### config.mk
export PLATFORM = sky130hd
export DESIGN_NAME = pstree_front
export DESIGN_NICKNAME = d
export VERILOG_FILES = /design/src/rtl/pstree_pkg.sv /design/src/rtl/pstree_front.sv
export SDC_FILE = /design/constraint.sdc
export NUM_CORES = 1
export LEC_CHECK = 0
export BUFFER_PORTS_ARGS = -buffer_cell sky130_fd_sc_hd__buf_2
export CORE_ASPECT_RATIO = 0.9
export CORE_MARGIN = 2
export CORE_UTILIZATION = 50
export CTS_CLUSTER_DIAMETER = 60
export DETAILED_ROUTE_END_ITERATION = 10
export GPL_TIMING_DRIVEN = 0
export PLACE_DENSITY = 0.76
export SETUP_SLACK_MARGIN = 0.3
export SLEW_MARGIN = 20
export SYNTH_ARGS = -nofsm -noshare
export SYNTH_HDL_FRONTEND = slang
export SYNTH_SLANG_ARGS = --single-unit
### constraint.sdc
create_clock -name aclk -period 6.6 [get_ports aclk]
set_clock_uncertainty 0.1 [all_clocks]
set_input_delay 0.33 -clock aclk [delete_from_list [all_inputs] [get_ports aclk]]
set_output_delay 0.33 -clock aclk [all_outputs]
set_load 0.005 [all_outputs]
### src/rtl/pstree_pkg.sv
// Shared types and codes of the prioritized sum-tree sampler.
package pstree_pkg;

    localparam int SLOT_W = 10;
    localparam int MASS_W = 48;
    localparam int PAY_W  = 32;
    localparam int PRI_W  = 32;

    localparam logic [2:0] REQ_INSERT   = 3'd0;
    localparam logic [2:0] REQ_UPDATE   = 3'd1;
    localparam logic [2:0] REQ_GET_MASS = 3'd2;
    localparam logic [2:0] REQ_GET_FRAC = 3'd3;
    localparam logic [2:0] REQ_READ     = 3'd4;

    typedef enum logic [2:0] {
        OP_NONE,
        OP_INSERT,
        OP_UPDATE,
        OP_GET_MASS,
        OP_GET_FRAC,
        OP_READ
    } op_t;

    typedef enum logic [3:0] {
        ST_CLEAR,
        ST_IDLE,
        ST_DISP,
        ST_FRAC,
        ST_FSUM,
        ST_DESC,
        ST_RDAT,
        ST_LEAF,
        ST_UP,
        ST_DONE
    } state_t;

    typedef struct packed {
        op_t                op;
        logic [SLOT_W-1:0]  slot;
        logic [MASS_W-1:0]  weight;
        logic [PAY_W-1:0]   payload;
    } req_t;

    typedef struct packed {
        logic               evicted_valid;
        logic [PAY_W-1:0]   evicted_payload;
        logic [PRI_W-1:0]   evicted_priority;
        logic [SLOT_W-1:0]  found_index;
        logic [PAY_W-1:0]   found_payload;
        logic [PRI_W-1:0]   found_priority;
        logic [MASS_W-1:0]  total_mass;
        logic               bad_index;
    } result_t;

endpackage

### src/rtl/pstree_front.sv
// Request intake: decode the request kind and queue it for the sequencer.
module pstree_front
    import pstree_pkg::*;
(
    input  logic              aclk,
    input  logic              aresetn,
    input  logic              in_valid,
    output logic              in_ready,
    input  logic [2:0]        in_type,
    input  logic [SLOT_W-1:0] in_slot,
    input  logic [MASS_W-1:0] in_weight,
    input  logic [PAY_W-1:0]  in_payload,
    output logic              q_valid,
    input  logic              q_pop,
    output req_t              q_data
);

    req_t       mem_reg [2];
    logic       wr_ptr_reg, wr_ptr_next;
    logic       rd_ptr_reg, rd_ptr_next;
    logic [1:0] count_reg, count_next;
    logic       push;
    logic       pop;
    op_t        op;

    always_comb begin
        unique case (in_type)
            REQ_INSERT:   op = OP_INSERT;
            REQ_UPDATE:   op = OP_UPDATE;
            REQ_GET_MASS: op = OP_GET_MASS;
            REQ_GET_FRAC: op = OP_GET_FRAC;
            REQ_READ:     op = OP_READ;
            default:      op = OP_NONE;
        endcase
    end

    assign in_ready = (count_reg != 2'd2);
    assign push     = in_valid && in_ready;
    assign q_valid  = (count_reg != 2'd0);
    assign pop      = q_pop && q_valid;
    assign q_data   = mem_reg[rd_ptr_reg];

    always_comb begin
        wr_ptr_next = push ? ~wr_ptr_reg : wr_ptr_reg;
        rd_ptr_next = pop ? ~rd_ptr_reg : rd_ptr_reg;
        count_next  = count_reg + 2'(push) - 2'(pop);
    end

    always_ff @(posedge aclk) begin
        if (!aresetn) begin
            wr_ptr_reg <= 1'b0;
            rd_ptr_reg <= 1'b0;
            count_reg  <= 2'd0;
        end else begin
            wr_ptr_reg <= wr_ptr_next;
            rd_ptr_reg <= rd_ptr_next;
            count_reg  <= count_next;
        end
    end

    always_ff @(posedge aclk) begin
        if (push) begin
            mem_reg[wr_ptr_reg] <= '{op: op, slot: in_slot, weight: in_weight,
                                     payload: in_payload};
        end
    end

endmodule

# Yosys cells after proc, flatten, opt, wreduce, memory -nomap -nowiden
# Memory sizes are Yosys's and may differ from the RTL's. A register that Yosys moved wholly into a read port is not among the register bits.
# Index checks and enable logic that the tools add are counted.
[totals]
register_bits = 4
mem_bits_rw = 186
out_inout_bits = 95
elab_cells = 22
memories = 1
[op_classes]
n_addsub = 2
eq_ne = 5
mux = 5
n_bitwise = 2
n_reduce_logical = 4
[memory_table]
columns = ["name", "depth", "word_bits", "read_ports", "rd_ports_with_merged_regs", "wr", "line_no", "source"]
rows = [
  ["mem_reg", 2, 93, 1, 1, 1, "pstree_front.sv:18", "req_t mem_reg [2];"],
]
[ops]
columns = ["cell", "n"]
rows = [
  ["$pmux W3 S5", 1],
  ["$eq A3 B2 Y1 const B", 2],
  ["$mux W1", 4],
  ["$eq A3 B1 Y1 const B", 1],
  ["$eq A3 B3 Y1 const B", 1],
  ["$logic_not A3 Y1", 1],
  ["$add A2 B1 Y2", 1],
  ["$logic_and A1 B1 Y1", 2],
  ["$ne A2 B2 Y1 const B", 1],
  ["$not A1 Y1", 2],
  ["$reduce_bool A2 Y1", 1],
  ["$sub A2 B1 Y2", 1],
]

# Longest topological paths before layout
# Gate-level depths: netlist of the first run.
[logic_depth]
word_depth = 4
mapped_depth = 8
depth_no_buf = 8

# Worst setup path after synthesis of the first run
# No wires, ideal clock.
[synth_path]
path_type = "register to register"
from = "reg count_reg[0]"
to = "mem mem_reg[0][0] (netlist bit), enable pin"
setup_ps = 545
arrival_ps = 4480
required_time_ps = 5955
slack_ps = 1475
path_stages_with_launch = 4
path_buffers = 0
synth_period_minus_slack_ps = 5125
cell_sequence = "dfxtp_1 -> nand2b_1 -> nand2_1 -> nor2_1"
[synth_between]
elab_chain_len = 4
[synth_lines]
columns = ["element", "line_no", "source"]
rows = [
  ["start: declaration", "pstree_front.sv:21", "logic [1:0] count_reg, count_next;"],
  ["start signal: assignment", "pstree_front.sv:57", "count_reg <= count_next;"],
  ["$ne A2 B2 Y1", "pstree_front.sv:37", "assign in_ready = (count_reg != 2'd2);"],
  ["via in_ready", "pstree_front.sv:8", "output logic in_ready,"],
  ["$logic_and A1 B1 Y1", "pstree_front.sv:38", "assign push = in_valid && in_ready;"],
  ["$mux W1", "pstree_front.sv:62", "if (push) begin"],
  ["$mux W1 (implied by the code)", "pstree_front.sv:63", "mem_reg[wr_ptr_reg] <= '{op: op, slot: in_slot, weight: in_weight,"],
  ["end: declaration", "pstree_front.sv:18", ""],
]
# The timed path passes the listed nets, and every way through them passes these cells.

# Final worst setup path of the first run
[layout_path]
from = "reg count_reg[0]"
to = "mem mem_reg[0][37] (netlist bit), enable pin"
[layout_between]
elab_chain_len = 4
[layout_lines]
columns = ["element", "line_no"]
rows = [
  ["$ne A2 B2 Y1", "pstree_front.sv:37"],
  ["$logic_and A1 B1 Y1", "pstree_front.sv:38"],
  ["$mux W1", "pstree_front.sv:62"],
  ["$mux W1 (implied by the code)", "pstree_front.sv:63"],
]
# No other way between the ends.

==> flow_summary.toml, run 1 <==
[worst_setup_path]
cp_data_required_time_ps = 6620
cp_top_family = "simple AND/OR/NAND/NOR gates"
criticalPathCategory = "reg -> reg"
crit_fanout = 26
r2r.worst_path.cells = 6
worst_path_largest_cell_delay_ps = 440
rr_startpoint = "count_reg[0]$_SDFF_PN0_"
path_cells = "nand2b_1, nand2_1, nor2_4, buf_16, buf_12, buf_16"
worst_r2r_endpoint = "mem_reg[0][37]$_DFFE_PP_"
timing.critical_path.to_type = "flop"
worstPathArrival_ps = 2260
worst_path_max_delay_cell = "nor2_4"
startpoint_type = "flop"
timing.critical_path.mode_cell = "buf_16"
r2r_slack_ps = 4360
critical_path.n_buffers_inverters = 3

[cts]
postCtsHoldBufs = 85
numClockSinks = 191
clock_tree_from_tritoncts = "built"
clock_tree_root_driver_cell = "clkbuf_16"
clk_latency_ps = 410
postCtsResizedCells = 0
ctsHtreeMaxLevel = 4
worst_setup_hold_path_clk_slew_ps = 60
cts.repair_timing.setup_buffer_count = 0
cts.path.max_buffers = 2
inserted_clock_buffers = 17

[logic_synthesis]
synthesis.instances = 320
synth_edf_count = 186
library_cells_used_by_synthesis = 21
synthXorXnorAreaFrac_pct = 0.4826
synth_ff_type = "edfxtp_1"
postSynthNetCount = 419
yosysTopAreaCellShare_pct = 76.94
synth.most_common_cell = "edfxtp_1"
synthAdderAreaFrac_pct = 0.3447
synth-compound-area-share_pct = 0.2413
combinational_family_with_the_most_area_after_synthesis = "multiplexers"
synth_mux_area_share_pct = 18.18
seq_area_frac_synth_pct = 78.32
async_reset_ff_share_pct = 0
register_bit_count_reported_by_yosys = 191
yosys_warnings = 0
synthesis.area_sq_um = 7259
post_synth_main_area_contributors = "edfxtp_1, mux2_4, mux2_2, dfxtp_1, buf_6"
synth_commonest_cells = "edfxtp_1, mux2_4, mux2_2, buf_6, dfxtp_1"
synthDominantAreaCellType = "edfxtp_1"
postSynthAreaPerCell_sq_um = 22.69
simple_gate_fraction_of_synth_area_pct = 1.051

[place]
postPlaceCellArea_sq_um = 8620
port_buffers = 191
preCtsSetupSlack_ps = 4370
numPlacedInstances = 710
detailed_place_hpwl_microns = 8664
gp_congestion = 0.6854

[global_route]
grt.total_usage_pct = 17.82
globalRoute.totalOverflow = 0
antenna_violations_before_repair = 0
largest_net_degree_at_the_start_of_global_routing = 47
wire_length_of_the_first_global_routing_pass_microns = 20570
grt_pass1_vias = 4258

[timing]
clock.fmax_mhz = 447.2
timing.slew.headroom_pct = 65.11
timing.final.hold_violations = 0
fin_crit_sh_pct = 33.88
final.min_clock_period_ps = 2236
slew_of_the_pin_with_the_lowest_slew_margin_ps = 522.2
post_layout_worst_setup_margin_ps = 4364
slew_violations = 0
report.final.setup_viol = 0
grt_setup_unrepaired = "no"

[die]
die_width_microns = 131.0
initial_utilization_pct = 51.46
num_rows = 41
placeable_core_region_sq_um = 14110
io-pin-count = 192
design.die.area_sq_um = 15500
chipHeight_microns = 118.3

[final_layout]
design_area_sq_um = 10010
layout-area-overhead-vs-synth_pct = 37.95
fin_cells = 826
antenna_cells_inserted = 0
fin_nets = 721
final.fill_count = 880
largest_register_ffs = 186
fraction_of_layout_instances_using_a_drive_strength_above_1_pct = 51.34

[min_path]
hold_path_class = "in -> reg"
timing.hold.worst_endpoint = "mem_reg[0][39]$_DFFE_PP_"
whs_path_depth = 1
min_from = "in_weight[7]"

[pwr]
power.ir.vdd_worst_mv = 0.2562
pd_cells_nw_per_um2 = 340.3
static-leakage-power_nw = 3.938

[job]
max-cap-violations = 0

[drt]
routed-via-count = 3964
antenna_violating_nets_post_route = 0
route.detailed.vias_per_inst = 4.799
routed_wire_length_microns = 13760
remaining_drc_errors = 0
routed_wire_length_per_instance_microns = 16.65
initialDrtViolationCount = 211
first_pass_iters = 4

[status]
outcome = "completed"
logic make-up (layout without fill, tap and decap cells):
logic type / after synthesis / count (layout)
adders and majority gates: 2 / 2
DFF: 191 / 191
muxes: 94 / 94
and+or+nand+nor: 15 / 15
xor gates and xnor gates: 4 / 4
AOI/OAI and AO/OA: 3 / 3
buffers and inverters: 11 / 324
power breakdown:
part	switching, W	internal, W
clock	0.000389	0.000546
sequential	0.0000435	0.00152
combinational	0.000392	0.000515
total	0.000825	0.00258
layout make-up:
type | instances | area [sq um] | area share (%)
Inverter | 1 | 3.754 | 0.03748
Sequential cell | 191 | 5685 | 56.77
Timing Repair Buffer | 283 | 1967 | 19.64
Clock buffer | 20 | 436.7 | 4.360
Buffer | 10 | 96.34 | 0.9620
Multi-Input combinational cell | 118 | 1486 | 14.84
Tap cell | 193 | 241.5 | 2.411
Clock inverter | 10 | 97.59 | 0.9745
metal layers:
metal / up-vias / GRT usage, % / routed length, microns
met5: - / 0 / 0
met4: 0 / 4.787 / 93
met3: 7 / 6.564 / 952
met2: 140 / 31.96 / 7269
met1: 1959 / 19.68 / 5442
li1: 1858 / - / -
through the flow:
| stage | power (W) | TNS (ps) | hold slack [ps] | util, % |
|---|---|---|---|---|
| 6_report | 0.003408 | 0 | 33.37 | 70.99 |
| 5_1_grt | 0.003567 | 0 | 1.022 | 70.99 |
| 4_1_cts | 0.003441 | 0 | 1.199 | 70.92 |
| 3_5_place_dp | 0.002463 | 0 | 420.7 | 61.10 |
| 3_3_place_gp | 0.002424 | -55130 | 363.1 | 59.95 |
| 2_1_floorplan | 0.002125 | 0 | 328.9 | - |
worst max path at each step:
stage                                  startpoint                        to  slack [ps]  cells after the start
final                     count_reg[0]$_SDFF_PN0_  mem_reg[0][37]$_DFFE_PP_        4360                      6
after global routing      count_reg[0]$_SDFF_PN0_  mem_reg[0][55]$_DFFE_PP_        4230                      6
after CTS                 count_reg[0]$_SDFF_PN0_  mem_reg[0][35]$_DFFE_PP_        4340                      6
after detailed placement  count_reg[0]$_SDFF_PN0_  mem_reg[0][37]$_DFFE_PP_        4370                      6
after global placement    count_reg[0]$_SDFF_PN0_  mem_reg[0][37]$_DFFE_PP_        -600                      3
after floorplan           count_reg[0]$_SDFF_PN0_   mem_reg[0][0]$_DFFE_PP_        1470                      3
cells in the final DEF (no fill, tap or decap), drive strengths merged:
| cell | synthesis | routed |
|---|---|---|
| buf | 10 | 207 |
| edfxtp | 186 | 186 |
| mux2 | 93 | 93 |
| dlygate4sd3 | 0 | 86 |
| clkbuf | 0 | 20 |
| clkinv | 0 | 8 |
| dfxtp | 5 | 5 |
| nand2 | 4 | 4 |
| xnor2 | 4 | 4 |
| nor2 | 3 | 3 |
| nand2b | 2 | 2 |
| nor2b | 2 | 2 |
| and2 | 2 | 2 |
| ha | 2 | 2 |
| bufinv | 0 | 2 |
| o21a | 1 | 1 |
| a21oi | 1 | 1 |
| o21ai | 1 | 1 |
| inv | 1 | 1 |
| or2 | 1 | 1 |
| and3 | 1 | 1 |
| mux2i | 1 | 1 |
Power figures use the tool's default switching activity.
==> inputs of run 2 (changes only) <==
--- a/config.mk
+++ b/config.mk
@@ -5,6 +5,7 @@
 export SDC_FILE = /design/constraint.sdc
 export NUM_CORES = 1
 export LEC_CHECK = 0
+export ABC_AREA = 1
 export BUFFER_PORTS_ARGS = -buffer_cell sky130_fd_sc_hd__buf_2
 export CORE_ASPECT_RATIO = 0.9
 export CORE_MARGIN = 2
==> constraint.sdc (replaced) <==
create_clock -name aclk -period 2.3 [get_ports aclk]
set_clock_uncertainty 0.1 [all_clocks]
set_input_delay 0.115 -clock aclk [delete_from_list [all_inputs] [get_ports aclk]]
set_output_delay 0.115 -clock aclk [all_outputs]
set_load 0.005 [all_outputs]
==> flow_summary.toml, run 2 <==
[die]
design.die.area_sq_um = 15510
placeable_core_region_sq_um = 14110
io-pin-count = 192
num_rows = 41
initial_utilization_pct = 51.49
chipHeight_microns = 118.4
die_width_microns = 131.1

[min_path]
hold_path_class = "in -> reg"
min_from = "in_type[1]"

[timing]
hold_ws_ps = 90.65
grt_setup_unrepaired = "no"
final.min_clock_period_ps = 1883
clock.fmax_mhz = 531.1
fin_setup_tns_ps = 0
slew_of_the_pin_with_the_lowest_slew_margin_ps = 440.8
slew_violations = 0
timing.slew.headroom_pct = 70.54
fin_crit_sh_pct = 81.87
report.final.setup_viol = 0
post_layout_worst_setup_margin_ps = 416.9
timing.final.hold_violations = 0

[cts]
cts.repair_timing.setup_buffer_count = 0
inserted_clock_buffers = 17
worst_setup_hold_path_clk_slew_ps = 70
postCtsResizedCells = 0
ctsHtreeMaxLevel = 4
clk_latency_ps = 420
cts.path.max_buffers = 2
numClockSinks = 191
clock_tree_root_driver_cell = "clkbuf_16"
clock_tree_from_tritoncts = "built"

[logic_synthesis]
synth_edf_count = 186
library_cells_used_by_synthesis = 15
postSynthNetCount = 431
postSynthAreaPerCell_sq_um = 21.88
yosys_warnings = 0
register_bit_count_reported_by_yosys = 191
post_synth_main_area_contributors = "edfxtp_1, mux2_4, mux2_2, dfxtp_1, buf_6"
synthesis.area_sq_um = 7264
seq_area_frac_synth_pct = 78.26
async_reset_ff_share_pct = 0
synth_ff_type = "edfxtp_1"
synthesis.instances = 332
synthDominantAreaCellType = "edfxtp_1"
synth.most_common_cell = "edfxtp_1"
synth_commonest_cells = "edfxtp_1, mux2_4, mux2_2, nand2_1, nor2_1"
yosysTopAreaCellShare_pct = 76.89

[global_route]
largest_net_degree_at_the_start_of_global_routing = 31
globalRoute.totalOverflow = 0
grt.total_usage_pct = 18.22
wire_length_of_the_first_global_routing_pass_microns = 21170
grt_pass1_vias = 4395
antenna_violations_before_repair = 0

[worst_setup_path]
path_cells = "buf_4, buf_6, mux2_4, buf_2"
rr_startpoint = "count_reg[0]$_SDFF_PN0_"
crit_fanout = 10
worst_path_max_delay_cell = "dfxtp_1"
r2r_slack_ps = 530
worstPathArrival_ps = 1670
timing.critical_path.to_type = "output port"
worst_path_largest_cell_delay_ps = 340
startpoint_type = "flop"
cp_data_required_time_ps = 2090
criticalPathCategory = "reg -> out"

[final_layout]
layout_common_cells = "buf_2, edfxtp_1, dlygate4sd3_1"
final_common_cell = "buf_2"
fraction_of_layout_instances_using_a_drive_strength_above_1_pct = 50.84
final.fill_count = 872
fin_nets = 744
antenna_cells_inserted = 0
largest_register_ffs = 186
design_area_sq_um = 10140
layout.core_utilization_pct = 71.88
layout-area-overhead-vs-synth_pct = 39.60

[drt]
initialDrtViolationCount = 201
route.detailed.vias_per_inst = 4.799
first_pass_iters = 4
antenna_violating_nets_post_route = 0
remaining_drc_errors = 0
routed_wire_length_microns = 14050
routed-via-count = 4079
routed_wire_length_per_instance_microns = 16.53

[place]
postPlaceCellArea_sq_um = 8651
port_buffers = 191
detailed_place_hpwl_microns = 8892
preCtsSetupSlack_ps = 523.3
gp_congestion = 0.7301

[status]
outcome = "completed"

[pwr]
power.ir.vdd_worst_mv = 0.7345
power.net_switching_w = 0.002484
power.sequential.fraction_pct = 46.3
p_comb_share_pct = 26.7
power_frac_clock_pct = 27.0
intPower_w = 0.007356
pd_cells_nw_per_um2 = 970.4
static-leakage-power_nw = 4.008
sw_frac_of_total_pct = 25.25

[job]
max-cap-violations = 0
==> run 2: cell count changes after synthesis, sizes merged, moves of 2 or more <==
cell | previous run | this run
and2 | 2 | 0
nand2b | 2 | 0
a21oi | 1 | 3
xnor2 | 4 | 0
nor2 | 3 | 9
nand2 | 4 | 11
inv | 1 | 8
nand3 | 0 | 3
nor2b | 2 | 0
==> run 2: through the flow <==
step                std cells  total power (W)
CTS                       850         0.009924
detailed placement        723         0.007144
finish                    850         0.009840
floorplan                 332         0.006126
global route              850          0.01029
global placement          716         0.006968
==> run 2: routing by layer <==
| layer | share of wire [%] | GRT usage [%] | routed length, microns |
|---|---|---|---|
| met1 | 40 | 21.05 | 5661 |
| met2 | 52 | 31.83 | 7275 |
| met3 | 6.4 | 5.478 | 905 |
| met4 | 1.5 | 6.449 | 210 |
| met5 | 0 | 0 | 0 |
==> run 2: final timing paths <==
path / end / cells after the start
hold / removal: mem_reg[1][91]$_DFFE_PP_ / 3
hold reg to reg: rd_ptr_reg$_SDFFE_PN0P_ / 2
setup / recovery: q_data[72] / 4
setup reg to reg: mem_reg[0][55]$_DFFE_PP_ / 6
==> run 2: critical path: cells and delay by family, from the launching register on <==
family	cells	cell delay, ps
buffers and inverters	3	610
DFF	1	340
muxes	1	310
==> run 2: what timing repair did <==
item,CTS,global route
endpoints found under the hold margin,191,0
hold buffers,96,0
endpoints found under the setup margin,0,0
==> run 2: cell type report <==
class                           count  area [sq um]  area share (%)
Inverter                            8         33.78          0.3331
Buffer                             10         96.34          0.9500
Clock buffer                       19         432.9           4.269
Sequential cell                   191          5688           56.09
Timing Repair Buffer              294          2072           20.43
Tap cell                          193         241.5           2.381
Multi-Input combinational cell    123          1480           14.60
Clock inverter                     12         96.34          0.9500
==> run 2: cells by family after synthesis <==
group,count (synthesis),synth area share [%]
fa+ha+maj,2,0.3444
buf+inv,18,1.740
simple gates,24,1.343
flops,191,78.26
mux,93,18.03
compound gates,4,0.2755
==> run 2: power groups by stage <==
stage | logic, W | clock network, W | registers (W)
floorplan | 0.00152 | 0 | 0.00461
global placement | 0.00233 | 0 | 0.00464
detailed placement | 0.00252 | 0 | 0.00463
CTS | 0.00265 | 0.00271 | 0.00456
global route | 0.00285 | 0.00285 | 0.00459
finish | 0.00263 | 0.00266 | 0.00455
==> inputs of run 3 (changes only) <==
==> constraint.sdc (replaced) <==
create_clock -name aclk -period 2 [get_ports aclk]
set_clock_uncertainty 0.1 [all_clocks]
set_input_delay 0.1 -clock aclk [delete_from_list [all_inputs] [get_ports aclk]]
set_output_delay 0.1 -clock aclk [all_outputs]
set_load 0.005 [all_outputs]
==> flow_summary.toml, run 3 (synthesis gave the netlist of run 2 again) <==
[worst_setup_path]
path_cells = "clkbuf_16, buf_12, mux2_4, buf_2"
cp_data_required_time_ps = 1800
critical_path.n_buffers_inverters = 3
worstPathArrival_ps = 1550
startpoint_type = "flop"
worst_path_largest_cell_delay_ps = 400
timing.critical_path.to_type = "output port"
crit_fanout = 10
cp_top_family = "buffers and inverters"
criticalPathCategory = "reg -> out"
worst_path_max_delay_cell = "dfxtp_4"

[drt]
initialDrtViolationCount = 213
antenna_violating_nets_post_route = 0
routed_wire_length_per_instance_microns = 16.63
route.detailed.vias_per_inst = 4.766
first_pass_iters = 4
remaining_drc_errors = 0
routed-via-count = 4070
routed_wire_length_microns = 14200

[pwr]
static-leakage-power_nw = 4.056
power.ir.vdd_worst_mv = 0.8030
post-layout-total-power_w = 0.01151
power.sequential.fraction_pct = 45.6
p_comb_share_pct = 27.7
power.net_switching_w = 0.002895
intPower_w = 0.008613
power_frac_clock_pct = 26.6
pd_cells_nw_per_um2 = 1120
sw_frac_of_total_pct = 25.16

[cts]
inserted_clock_buffers = 17
clock_tree_from_tritoncts = "built"
ctsHtreeMaxLevel = 4
cts.path.max_buffers = 2
clk_latency_ps = 420
numClockSinks = 191
clock_tree_root_driver_cell = "clkbuf_16"
worst_setup_hold_path_clk_slew_ps = 70

[die]
design.die.area_sq_um = 15510
chipHeight_microns = 118.4
placeable_core_region_sq_um = 14110
num_rows = 41
die_width_microns = 131.1
initial_utilization_pct = 51.49
io-pin-count = 192

[global_route]
grt_pass1_vias = 4405
largest_net_degree_at_the_start_of_global_routing = 31
antenna_violations_before_repair = 0
grt.total_usage_pct = 18.29
wire_length_of_the_first_global_routing_pass_microns = 21240
globalRoute.totalOverflow = 0

[final_layout]
largest_register_ffs = 186
antenna_cells_inserted = 0
fraction_of_layout_instances_using_a_drive_strength_above_1_pct = 51.29
final_common_cell = "buf_2"
layout.core_utilization_pct = 72.83
layout_common_cells = "buf_2, edfxtp_1, dlygate4sd3_1"
fin_nets = 748
layout-area-overhead-vs-synth_pct = 41.44

[timing]
fin_setup_tns_ps = 0
timing.final.hold_violations = 0
grt_setup_unrepaired = "yes"
final.min_clock_period_ps = 1754
fin_crit_sh_pct = 87.72
clock.fmax_mhz = 570.0
slew_violations = 0
slew_of_the_pin_with_the_lowest_slew_margin_ps = 255.8
hold_ws_ps = 67.60
report.final.setup_viol = 0
timing.slew.headroom_pct = 82.77

[job]
max-cap-violations = 0

[place]
detailed_place_hpwl_microns = 8892
gp_congestion = 0.7301
port_buffers = 191

[min_path]
hold_path_class = "in -> reg"

[status]
outcome = "completed"
-- run 3: changes by cell type in the layout (fill, tap and decap cells not counted), moves of 2 or more --
cell / change
buf_12: +8
buf_6: -6
buf_2: -2
buf_4: +2
-- run 3: metal layers --
layer	part of all wire [%]	track usage [%]	vias to the layer above
li1	-	-	1921
met1	41	21.07	1992
met2	52	32.03	141
met3	6.0	5.478	16
met4	1.5	6.449	0
met5	0	0	-
-- run 3: worst register-to-register path, cell delays in order (launching register included) --
cell and delay [ps]:
dfxtp_2 350, inv_2 50, nand2_4 80, nand2_4 70
ha_1 270, inv_1 40, ha_1 180, inv_1 50
nand2_1 50, a21oi_1 160, nor2_1 60
-- run 3: cell type report --
cell class / instances / area, sq um
sequential: 191 / 5692
fill: 862 / 3832
timing repair buffer: 298 / 2120
multi-input combinational: 123 / 1480
clock buffer: 19 / 432.9
tap: 193 / 241.5
buffer: 10 / 178.9
clock inverter: 12 / 96.34
inverter: 8 / 33.78
-- run 3: path summary, 6_finish.rpt --
check,slack [ps],cells past startpoint,end,start
worst max-delay path,250,4,q_data[25],flop
worst min-delay path,70,3,mem_reg[1][91]$_DFFE_PP_,in_type[1]
worst max register to register,430,10,count_reg[1]$_SDFF_PN0_,count_reg[0]$_SDFF_PN0_
worst min register to register,410,2,rd_ptr_reg$_SDFFE_PN0P_,rd_ptr_reg$_SDFFE_PN0P_
-- run 3: through the flow --
step	worst slack, ps	std cells	area [sq um]
6_report	245.6	854	10270
5_1_grt	177.4	854	10270
4_1_cts	196.0	853	10210
3_5_place_dp	223.3	723	8651
3_3_place_gp	-1155	716	8496
2_1_floorplan	-407.7	332	7298
-- run 3: power groups by stage --
stage                     Clock, W  Combinational (W)  Sequential, W
after floorplan                  0            0.00175        0.00530
after global placement           0            0.00268        0.00533
after detailed placement         0            0.00289        0.00532
after CTS                  0.00312            0.00313        0.00524
after global routing       0.00328            0.00345        0.00530
final                      0.00306            0.00319        0.00525
-- run 3: what timing repair did --
item                                   in CTS  in global routing
endpoints found under the hold margin     191                  0
pin swaps                                   1                  0
setup endpoints to repair                 168                 82
buffers inserted                            3                  0
resized for setup                          13                  9
hold buffers                               96                  0
cloned                                      0                  1
